--- config.mk ---
export PLATFORM = sky130hd
export DESIGN_NAME = positional_list_with_delete_min_core
export DESIGN_NICKNAME = d
export VERILOG_FILES = /design/src/rtl/plwdm_pkg.sv /design/src/rtl/plwdm_cell.sv /design/src/rtl/positional_list_with_delete_min_core.sv
export SDC_FILE = /design/constraint.sdc
export NUM_CORES = 2
export LEC_CHECK = 0
export BUFFER_PORTS_ARGS = -buffer_cell sky130_fd_sc_hd__buf_2
export CAP_MARGIN = 20
export CELL_PAD_IN_SITES_DETAIL_PLACEMENT = 1
export CELL_PAD_IN_SITES_GLOBAL_PLACEMENT = 2
export CORE_MARGIN = 1.5
export CORE_UTILIZATION = 48
export CTS_BUF_LIST = sky130_fd_sc_hd__clkbuf_16
export DETAILED_ROUTE_END_ITERATION = 10
export GPL_ROUTABILITY_DRIVEN = 0
export PLACE_DENSITY = 0.95
export SLEW_MARGIN = 20
export SYNTH_ARGS = -nofsm -noshare
export SYNTH_HDL_FRONTEND = slang
export SYNTH_SLANG_ARGS = --single-unit
--- constraint.sdc ---
create_clock -name i_clk -period 13.3 [get_ports i_clk]
set_clock_uncertainty 0.15 [all_clocks]
set_input_delay 1.995 -clock i_clk [delete_from_list [all_inputs] [get_ports i_clk]]
set_output_delay 1.995 -clock i_clk [all_outputs]
set_load 0.02 [all_outputs]
--- src/rtl/plwdm_pkg.sv ---
// ----------------------------------------------------------------------------
// plwdm_pkg
// shared types and constants for the positional list with delete-min
// ----------------------------------------------------------------------------
package plwdm_pkg;

    localparam int unsigned DEF_CAPACITY = 16;
    localparam int unsigned DATA_W       = 32;
    localparam int unsigned POS_W        = 8;
    localparam int unsigned LEN_W        = 8;

    typedef enum logic [1:0] {
        MODE_INSERT = 2'd0,
        MODE_DELETE = 2'd1,
        MODE_DELMIN = 2'd2,
        MODE_UNUSED = 2'd3
    } t_mode;

    typedef enum logic [1:0] {
        STS_OK     = 2'd0,
        STS_BADPOS = 2'd1,
        STS_EMPTY  = 2'd2,
        STS_FULL   = 2'd3
    } t_status;

    typedef enum logic [1:0] {
        ST_IDLE,
        ST_EXEC,
        ST_SCAN
    } t_state;

    typedef struct packed {
        logic [1:0]               mode;
        logic [POS_W-1:0]         position;
        logic signed [DATA_W-1:0] value;
    } t_req;

    typedef struct packed {
        logic [1:0]               status;
        logic [POS_W-1:0]         removed_position;
        logic signed [DATA_W-1:0] removed_value;
        logic [LEN_W-1:0]         length;
    } t_res;

    // shift command broadcast to every cell
    typedef struct packed {
        logic             ins;
        logic             del;
        logic [POS_W-1:0] idx;
    } t_cell_cmd;

    // running minimum handed from cell to cell
    typedef struct packed {
        logic signed [DATA_W-1:0] val;
        logic [POS_W-1:0]         idx;
    } t_cand;

endpackage

--- src/rtl/plwdm_cell.sv ---
// ----------------------------------------------------------------------------
// plwdm_cell
// one list slot: holds an entry, shifts with its neighbors, and carries a
// stage of the running-minimum chain
// ----------------------------------------------------------------------------
module plwdm_cell #(
    parameter int unsigned INDEX = 0
) (
    input  logic                               i_clk,
    input  plwdm_pkg::t_cell_cmd               i_cmd,
    input  logic signed [plwdm_pkg::DATA_W-1:0] i_value,
    input  logic signed [plwdm_pkg::DATA_W-1:0] i_left_entry,
    input  logic signed [plwdm_pkg::DATA_W-1:0] i_right_entry,
    input  logic [plwdm_pkg::LEN_W-1:0]        i_count,
    input  plwdm_pkg::t_cand                   i_cand,
    output logic signed [plwdm_pkg::DATA_W-1:0] o_entry,
    output plwdm_pkg::t_cand                   o_cand
);

    localparam logic [plwdm_pkg::POS_W-1:0] MY_IDX = plwdm_pkg::POS_W'(INDEX);

    logic signed [plwdm_pkg::DATA_W-1:0] r_entry;
    logic signed [plwdm_pkg::DATA_W-1:0] n_entry;
    plwdm_pkg::t_cand                    r_cand;
    plwdm_pkg::t_cand                    n_cand;
    logic                                w_take_own;

    always_comb begin
        n_entry = r_entry;
        if (i_cmd.ins && (MY_IDX > i_cmd.idx)) begin
            n_entry = i_left_entry;
        end else if (i_cmd.ins && (MY_IDX == i_cmd.idx)) begin
            n_entry = i_value;
        end else if (i_cmd.del && (MY_IDX >= i_cmd.idx)) begin
            n_entry = i_right_entry;
        end
    end

    // strict less keeps the lowest position among equal minima
    assign w_take_own = (INDEX == 0) ||
                        ((plwdm_pkg::LEN_W'(MY_IDX) < i_count) && (r_entry < i_cand.val));

    always_comb begin
        if (w_take_own) begin
            n_cand.val = r_entry;
            n_cand.idx = MY_IDX;
        end else begin
            n_cand = i_cand;
        end
    end

    always_ff @(posedge i_clk) begin
        r_entry <= n_entry;
        r_cand  <= n_cand;
    end

    assign o_entry = r_entry;
    assign o_cand  = r_cand;

endmodule

--- src/rtl/positional_list_with_delete_min_core.sv ---
// ----------------------------------------------------------------------------
// positional_list_with_delete_min_core
// ordered list of signed words with insert, delete at position and delete-min
// ----------------------------------------------------------------------------
//  channel   ports                      transfer when
//  request   start, busy, i_req         start high and busy low at a clock edge
//  result    o_done, o_res              o_done high, held for one cycle only
//
//  insert and delete at position: an execute state, then the result register;
//  the list shift is done by all cells in parallel
//  delete-min on a non-empty list: an execute state, then a scan state until
//  the running-minimum chain, registered in every cell, reaches the last cell
//  reset clears the length and the control state; entries are never read
//  before they are written, so they carry no reset
//  the receiver cannot stall: a result is shown once and a new request is
//  taken in the same cycle
// ----------------------------------------------------------------------------
module positional_list_with_delete_min_core #(
    parameter int unsigned CAPACITY = plwdm_pkg::DEF_CAPACITY
) (
    input  logic            i_clk,
    input  logic            i_rst_n,
    input  logic            start,
    input  plwdm_pkg::t_req i_req,
    output logic            busy,
    output logic            o_done,
    output plwdm_pkg::t_res o_res
);

    localparam int unsigned IW = (CAPACITY > 1) ? $clog2(CAPACITY) : 1;
    localparam int unsigned CW = $clog2(CAPACITY + 1);
    localparam int unsigned EW = plwdm_pkg::POS_W + 1;
    localparam logic [IW-1:0] SCAN_LAST = IW'(CAPACITY - 1);

    // control state
    plwdm_pkg::t_state r_state;
    plwdm_pkg::t_state n_state;
    logic [CW-1:0]     r_count;
    logic [CW-1:0]     n_count;
    logic [IW-1:0]     r_scan_cnt;
    logic [IW-1:0]     n_scan_cnt;
    logic              r_done;
    logic              n_done;

    // payload
    plwdm_pkg::t_req   r_req;
    plwdm_pkg::t_res   r_res;
    plwdm_pkg::t_res   n_res;

    // cell row
    plwdm_pkg::t_cell_cmd                w_cmd;
    logic signed [plwdm_pkg::DATA_W-1:0] w_entry [CAPACITY];
    plwdm_pkg::t_cand                    w_cand  [CAPACITY];
    logic [plwdm_pkg::LEN_W-1:0]         w_count_len;

    // request decode
    logic                           w_accept;
    logic [EW-1:0]                  w_pos_ext;
    logic [EW-1:0]                  w_cnt_ext;
    logic [plwdm_pkg::POS_W-1:0]    w_pos_m1;
    logic                           w_pos_nonzero;
    logic                           w_full;
    logic signed [plwdm_pkg::DATA_W-1:0] w_pos_entry;
    plwdm_pkg::t_cand               w_min;

    assign w_accept      = start && !busy;
    assign busy          = (r_state != plwdm_pkg::ST_IDLE);
    assign w_pos_ext     = EW'(r_req.position);
    assign w_cnt_ext     = EW'(r_count);
    assign w_pos_m1      = r_req.position - plwdm_pkg::POS_W'(1);
    assign w_pos_nonzero = (r_req.position != '0);
    assign w_full        = (r_count == CW'(CAPACITY));
    assign w_count_len   = plwdm_pkg::LEN_W'(r_count);
    assign w_pos_entry   = w_entry[w_pos_m1[IW-1:0]];
    assign w_min         = w_cand[CAPACITY-1];

    // row of cells; each shifts with its neighbors and forwards the minimum
    genvar g;
    generate
        for (g = 0; g < CAPACITY; g++) begin : g_cells
            logic signed [plwdm_pkg::DATA_W-1:0] w_left;
            logic signed [plwdm_pkg::DATA_W-1:0] w_right;
            plwdm_pkg::t_cand                    w_cand_in;

            if (g == 0) begin : g_first
                assign w_left    = r_req.value;
                assign w_cand_in = '0;
            end else begin : g_mid
                assign w_left    = w_entry[g-1];
                assign w_cand_in = w_cand[g-1];
            end

            if (g == CAPACITY - 1) begin : g_last
                assign w_right = '0;
            end else begin : g_inner
                assign w_right = w_entry[g+1];
            end

            plwdm_cell #(
                .INDEX(g)
            ) u_cell (
                .i_clk         (i_clk),
                .i_cmd         (w_cmd),
                .i_value       (r_req.value),
                .i_left_entry  (w_left),
                .i_right_entry (w_right),
                .i_count       (w_count_len),
                .i_cand        (w_cand_in),
                .o_entry       (w_entry[g]),
                .o_cand        (w_cand[g])
            );
        end
    endgenerate

    // next state
    always_comb begin
        n_state = r_state;
        case (r_state)
            plwdm_pkg::ST_IDLE: begin
                if (w_accept) begin
                    n_state = plwdm_pkg::ST_EXEC;
                end
            end
            plwdm_pkg::ST_EXEC: begin
                if ((r_req.mode == plwdm_pkg::MODE_DELMIN) && (r_count != '0)) begin
                    n_state = plwdm_pkg::ST_SCAN;
                end else begin
                    n_state = plwdm_pkg::ST_IDLE;
                end
            end
            plwdm_pkg::ST_SCAN: begin
                if (r_scan_cnt == SCAN_LAST) begin
                    n_state = plwdm_pkg::ST_IDLE;
                end
            end
            default: begin
                n_state = plwdm_pkg::ST_IDLE;
            end
        endcase
    end

    // outputs: cell commands, result and length
    always_comb begin
        w_cmd      = '0;
        n_count    = r_count;
        n_scan_cnt = '0;
        n_done     = 1'b0;
        n_res      = r_res;
        case (r_state)
            plwdm_pkg::ST_EXEC: begin
                n_res.status           = plwdm_pkg::STS_BADPOS;
                n_res.removed_position = '0;
                n_res.removed_value    = '0;
                n_done                 = 1'b1;
                case (r_req.mode)
                    plwdm_pkg::MODE_INSERT: begin
                        if (w_pos_nonzero && (w_pos_ext <= w_cnt_ext + EW'(1))) begin
                            if (w_full) begin
                                n_res.status = plwdm_pkg::STS_FULL;
                            end else begin
                                w_cmd.ins    = 1'b1;
                                w_cmd.idx    = w_pos_m1;
                                n_count      = r_count + CW'(1);
                                n_res.status = plwdm_pkg::STS_OK;
                            end
                        end
                    end
                    plwdm_pkg::MODE_DELETE: begin
                        if (w_pos_nonzero && (w_pos_ext <= w_cnt_ext)) begin
                            w_cmd.del              = 1'b1;
                            w_cmd.idx              = w_pos_m1;
                            n_count                = r_count - CW'(1);
                            n_res.status           = plwdm_pkg::STS_OK;
                            n_res.removed_position = r_req.position;
                            n_res.removed_value    = w_pos_entry;
                        end
                    end
                    plwdm_pkg::MODE_DELMIN: begin
                        if (r_count == '0) begin
                            n_res.status = plwdm_pkg::STS_EMPTY;
                        end else begin
                            // result comes at the end of the scan
                            n_done = 1'b0;
                        end
                    end
                    default: begin
                        n_res.status = plwdm_pkg::STS_BADPOS;
                    end
                endcase
                n_res.length = plwdm_pkg::LEN_W'(n_count);
            end
            plwdm_pkg::ST_SCAN: begin
                n_scan_cnt = r_scan_cnt + IW'(1);
                if (r_scan_cnt == SCAN_LAST) begin
                    // minimum has settled at the last cell
                    w_cmd.del              = 1'b1;
                    w_cmd.idx              = w_min.idx;
                    n_count                = r_count - CW'(1);
                    n_done                 = 1'b1;
                    n_res.status           = plwdm_pkg::STS_OK;
                    n_res.removed_position = w_min.idx + plwdm_pkg::POS_W'(1);
                    n_res.removed_value    = w_min.val;
                    n_res.length           = plwdm_pkg::LEN_W'(n_count);
                end
            end
            default: begin
                n_scan_cnt = '0;
            end
        endcase
    end

    // control registers
    always_ff @(posedge i_clk) begin
        if (!i_rst_n) begin
            r_state    <= plwdm_pkg::ST_IDLE;
            r_count    <= '0;
            r_scan_cnt <= '0;
            r_done     <= 1'b0;
        end else begin
            r_state    <= n_state;
            r_count    <= n_count;
            r_scan_cnt <= n_scan_cnt;
            r_done     <= n_done;
        end
    end

    // payload registers
    always_ff @(posedge i_clk) begin
        if (w_accept) begin
            r_req <= i_req;
        end
        r_res <= n_res;
    end

    assign o_done = r_done;
    assign o_res  = r_res;

endmodule
==> results.md <==
* Ports at 97
* Worst-Margin Slew at 1220 ps
* Worst-path clk slew at 60 ps
* Sink Count at 1174
* Outcome: finished clean
* Sequential Power Share at 43.1%
* Via-to-Cell Ratio at 6.173
* Crit path kind: reg2reg
* Post-Syn Instances at 5606
* Logic pwr share at 24.8%
* Sequential area share after synthesis at 46.07%
* Min-delay worst type: reg2reg
* Port bufs at 93
* Cell leakage power at 29.59 nW
* Setup repair after global routing missed its margin: false
* Num rows at 133
* Fillers at 13630
* DRC viols at 0
* Slew HR at 18.50%
* CTS Root Cell: clkbuf_16
* Initial antenna violation count at 11
* Insertion delay to the later sink of the worst-skew pair at 770 ps
* P&R area growth vs syn at 10.44%
* Largest net degree at the start of global routing at 104
* # diodes at 0
* Final ANT Viol Nets at 0
* EDFF count, synth at 601
* Core Util, Final at 53.62%
* Max_cap viols at 0
* Die Width at 368.4 um
* First-pass GRT wire length at 301.0 mm
* CP Capture Type: register
* WL/cell at 26.34 um
* Final wirelength at 197.2 mm
* Syn_area_per_cell at 11.43 um^2
* Post CTS Setup Buffer Count at 0
* Tot GR Track Use at 28.79%
* H-tree depth at 4
* CTS Buf Count at 133
* Min Hold Slack at 244.5 ps
* CTS tree: built
* Top_reg_cell synth: edfxtp_1
* Setup_tns at 0 ps
* Yosys cell types at 94
* R2R cell count at 18
* PwrDens at 158.4 nW/um^2
* Die extent in y at 368.4 um
* Crit path time final at 6173 ps
* Hold_sp: g_cells[0].u_cell.o_entry[18]$_DFFE_PP_
* Worst Path Arrival at 6540 ps
* CTS Buffer Depth at 3
* Grt total ovfl at 0
* CP startpoint kind: register
* Worst Path Max Fanout at 65
* Internal power at 7.794 mW
* Ratio of cells with drive above 1 in the final layout at 21.14%
* Post-CTS sizing at 0
* Mapped cell area at 64070 um^2
* Cts-stage hold buffer count at 0
* Vias in the first global route at 48760
* Final setup violating endpoints at 0
* Synthesis-stage register bit count at 1174
* Worst hold path depth at 0
* DRT iter0 DRCs at 3860
* Clock share of power at 32.0%
* R2r setup slk at 7130 ps
* Area of the multi-input gates at 31810 um^2
* Die Area at 135700 um^2
* Register Area at 29520 um^2
* First-pass DRT Iterations at 5
* Via Count at 46220
* Final hold viol count at 0
* Fmax at 162.0 MHz
* Maximum vdd drop at 0.0001341 V
* Hold endpoint: g_cells[0].u_cell.o_cand[26]$_DFF_P_
* Switching share of power at 30.46%
* Final HPWL DP at 144.9 mm
* Ys async rst share at 0%
* Launch point of the worst reg-to-reg path: r_count[3]$_SDFFE_PN0P_
* Sw Pwr at 3.414 mW
* Req. time, crit path at 13660 ps
* Yosys warns at 0
* FF-to-FF End: g_cells[6].u_cell.o_entry[31]$_DFFE_PP_
* Max-slew violation count at 0
* Starting Density at 48.55%
* Final worst path period share at 46.41%
* Core region area at 132000 um^2
* Fin nets at 6156
-- layer usage --
metal	part of all wire [%]	global-route usage, %
met1	43	38.74
met2	47	47.60
met3	6.1	3.784
met4	3.3	10.11
met5	0.014	0
-- critical path, cell delays in order, from the launching register on --
cell      delay, ps
dfxtp_1         540
clkinv_1        330
nor2_1          450
nand2_1         130
xnor2_1         190
ha_1            270
nand3_1         140
a21oi_1          90
nor3_1          430
a31oi_1         270
or2_2           360
buf_4           310
a211oi_4        230
buf_4           500
o21ai_4         100
buf_4           340
nor2_2          280
buf_4           380
mux2_2          380
-- Yosys cell counts (all sizes together) (87+ instances only) --
master,instances,share of area (%)
edfxtp,601,28
ha,486,9.5
a221o,93,1.5
clkbuf,213,1.2
inv,488,2.9
mux2,562,10
buf,99,0.85
o21ai,301,2.4
nor2b,87,0.85
a21o,171,2.0
a21oi,206,1.6
nand2,489,2.9
dfxtp,573,18
mux4,160,5.6
mux2i,251,3.9
nor2,140,0.84
-- layout by cell type, fill, tap and decap left out, types with 29 or more instances in the layout --
cell	n
buf_2	93
nor2b_1	85
a22o_1	57
buf_4	97
nor2_1	131
nand2b_1	73
edfxtp_1	601
o221a_2	32
a21boi_0	31
a21oi_1	198
o21ai_0	280
a22oi_1	29
a221o_1	93
ha_1	484
a31oi_1	30
mux4_2	160
inv_1	531
nand3_1	58
mux2_4	30
a21o_1	171
nand2_1	486
mux2_2	527
nor3_1	29
mux2i_1	246
clkbuf_16	139
dfxtp_1	573
nand4_1	84
-- kinds of logic after synthesis --
family                     synth area share, %
muxes                                    19.60
other                                 0.005853
DFF                                      46.07
xor gates and xnor gates                0.2324
AOI/OAI and AO/OA                        11.58
adders and majority gates                9.491
buffers and inverters                    4.966
and+or+nand+nor                          8.050
-- final cells by class --
class	instances	area share (%)
Tap cell	1755	3.103
Inverter	490	2.599
Multi-Input combinational cell	3635	44.96
Sequential cell	1174	41.72
Timing Repair Buffer	191	1.715
Clock buffer	139	4.916
Clock inverter	103	0.9938
-- state kept, by name (all words and copies together), names as in the netlist --
| name | count |
|---|---|
| o_done | 1 |
| g_cells.u_cell.o_cand | 561 |
| r_state | 2 |
| r_req | 10 |
| r_count | 5 |
| g_cells.u_cell.o_entry | 512 |
| r_scan_cnt | 4 |
| g_cells.w_left | 32 |
| o_res | 47 |
-- power by group through the flow --
stage / combinational [mW] / clock [mW] / sequential, mW
global placement: 2.58 / 0 / 4.85
finish: 2.78 / 3.59 / 4.83
global route: 3.04 / 3.77 / 4.89
floorplan: 1.92 / 0 / 4.73
CTS: 2.77 / 3.64 / 4.82
detailed placement: 2.71 / 0 / 4.88
-- through the flow --
stage / total power [mW] / instances / setup WS (ps) / area [um^2]
after CTS: 11.23 / 7487 / 7189 / 70760
after global placement: 7.422 / 7245 / 7368 / 66570
final: 11.21 / 7487 / 7128 / 70760
after floorplan: 6.650 / 5611 / 6809 / 64090
after global routing: 11.70 / 7487 / 6665 / 70760
after detailed placement: 7.598 / 7245 / 7237 / 66570
-- worst max-delay path by stage --
stage	slack, ps	startpoint	end	depth (start not counted)
after CTS	7190	r_count[3]$_SDFFE_PN0P_	g_cells[6].u_cell.o_entry[31]$_DFFE_PP_	18
after global routing	6670	r_count[3]$_SDFFE_PN0P_	g_cells[6].u_cell.o_entry[31]$_DFFE_PP_	18
after detailed placement	7240	r_count[3]$_SDFFE_PN0P_	g_cells[6].u_cell.o_entry[31]$_DFFE_PP_	18
after global placement	7370	r_count[3]$_SDFFE_PN0P_	g_cells[6].u_cell.o_entry[31]$_DFFE_PP_	18
final	7130	r_count[3]$_SDFFE_PN0P_	g_cells[6].u_cell.o_entry[31]$_DFFE_PP_	18
after floorplan	6810	r_count[3]$_SDFFE_PN0P_	g_cells[5].u_cell.o_entry[0]$_DFFE_PP_	15
No activity file was read; power rests on OpenSTA's default activity.
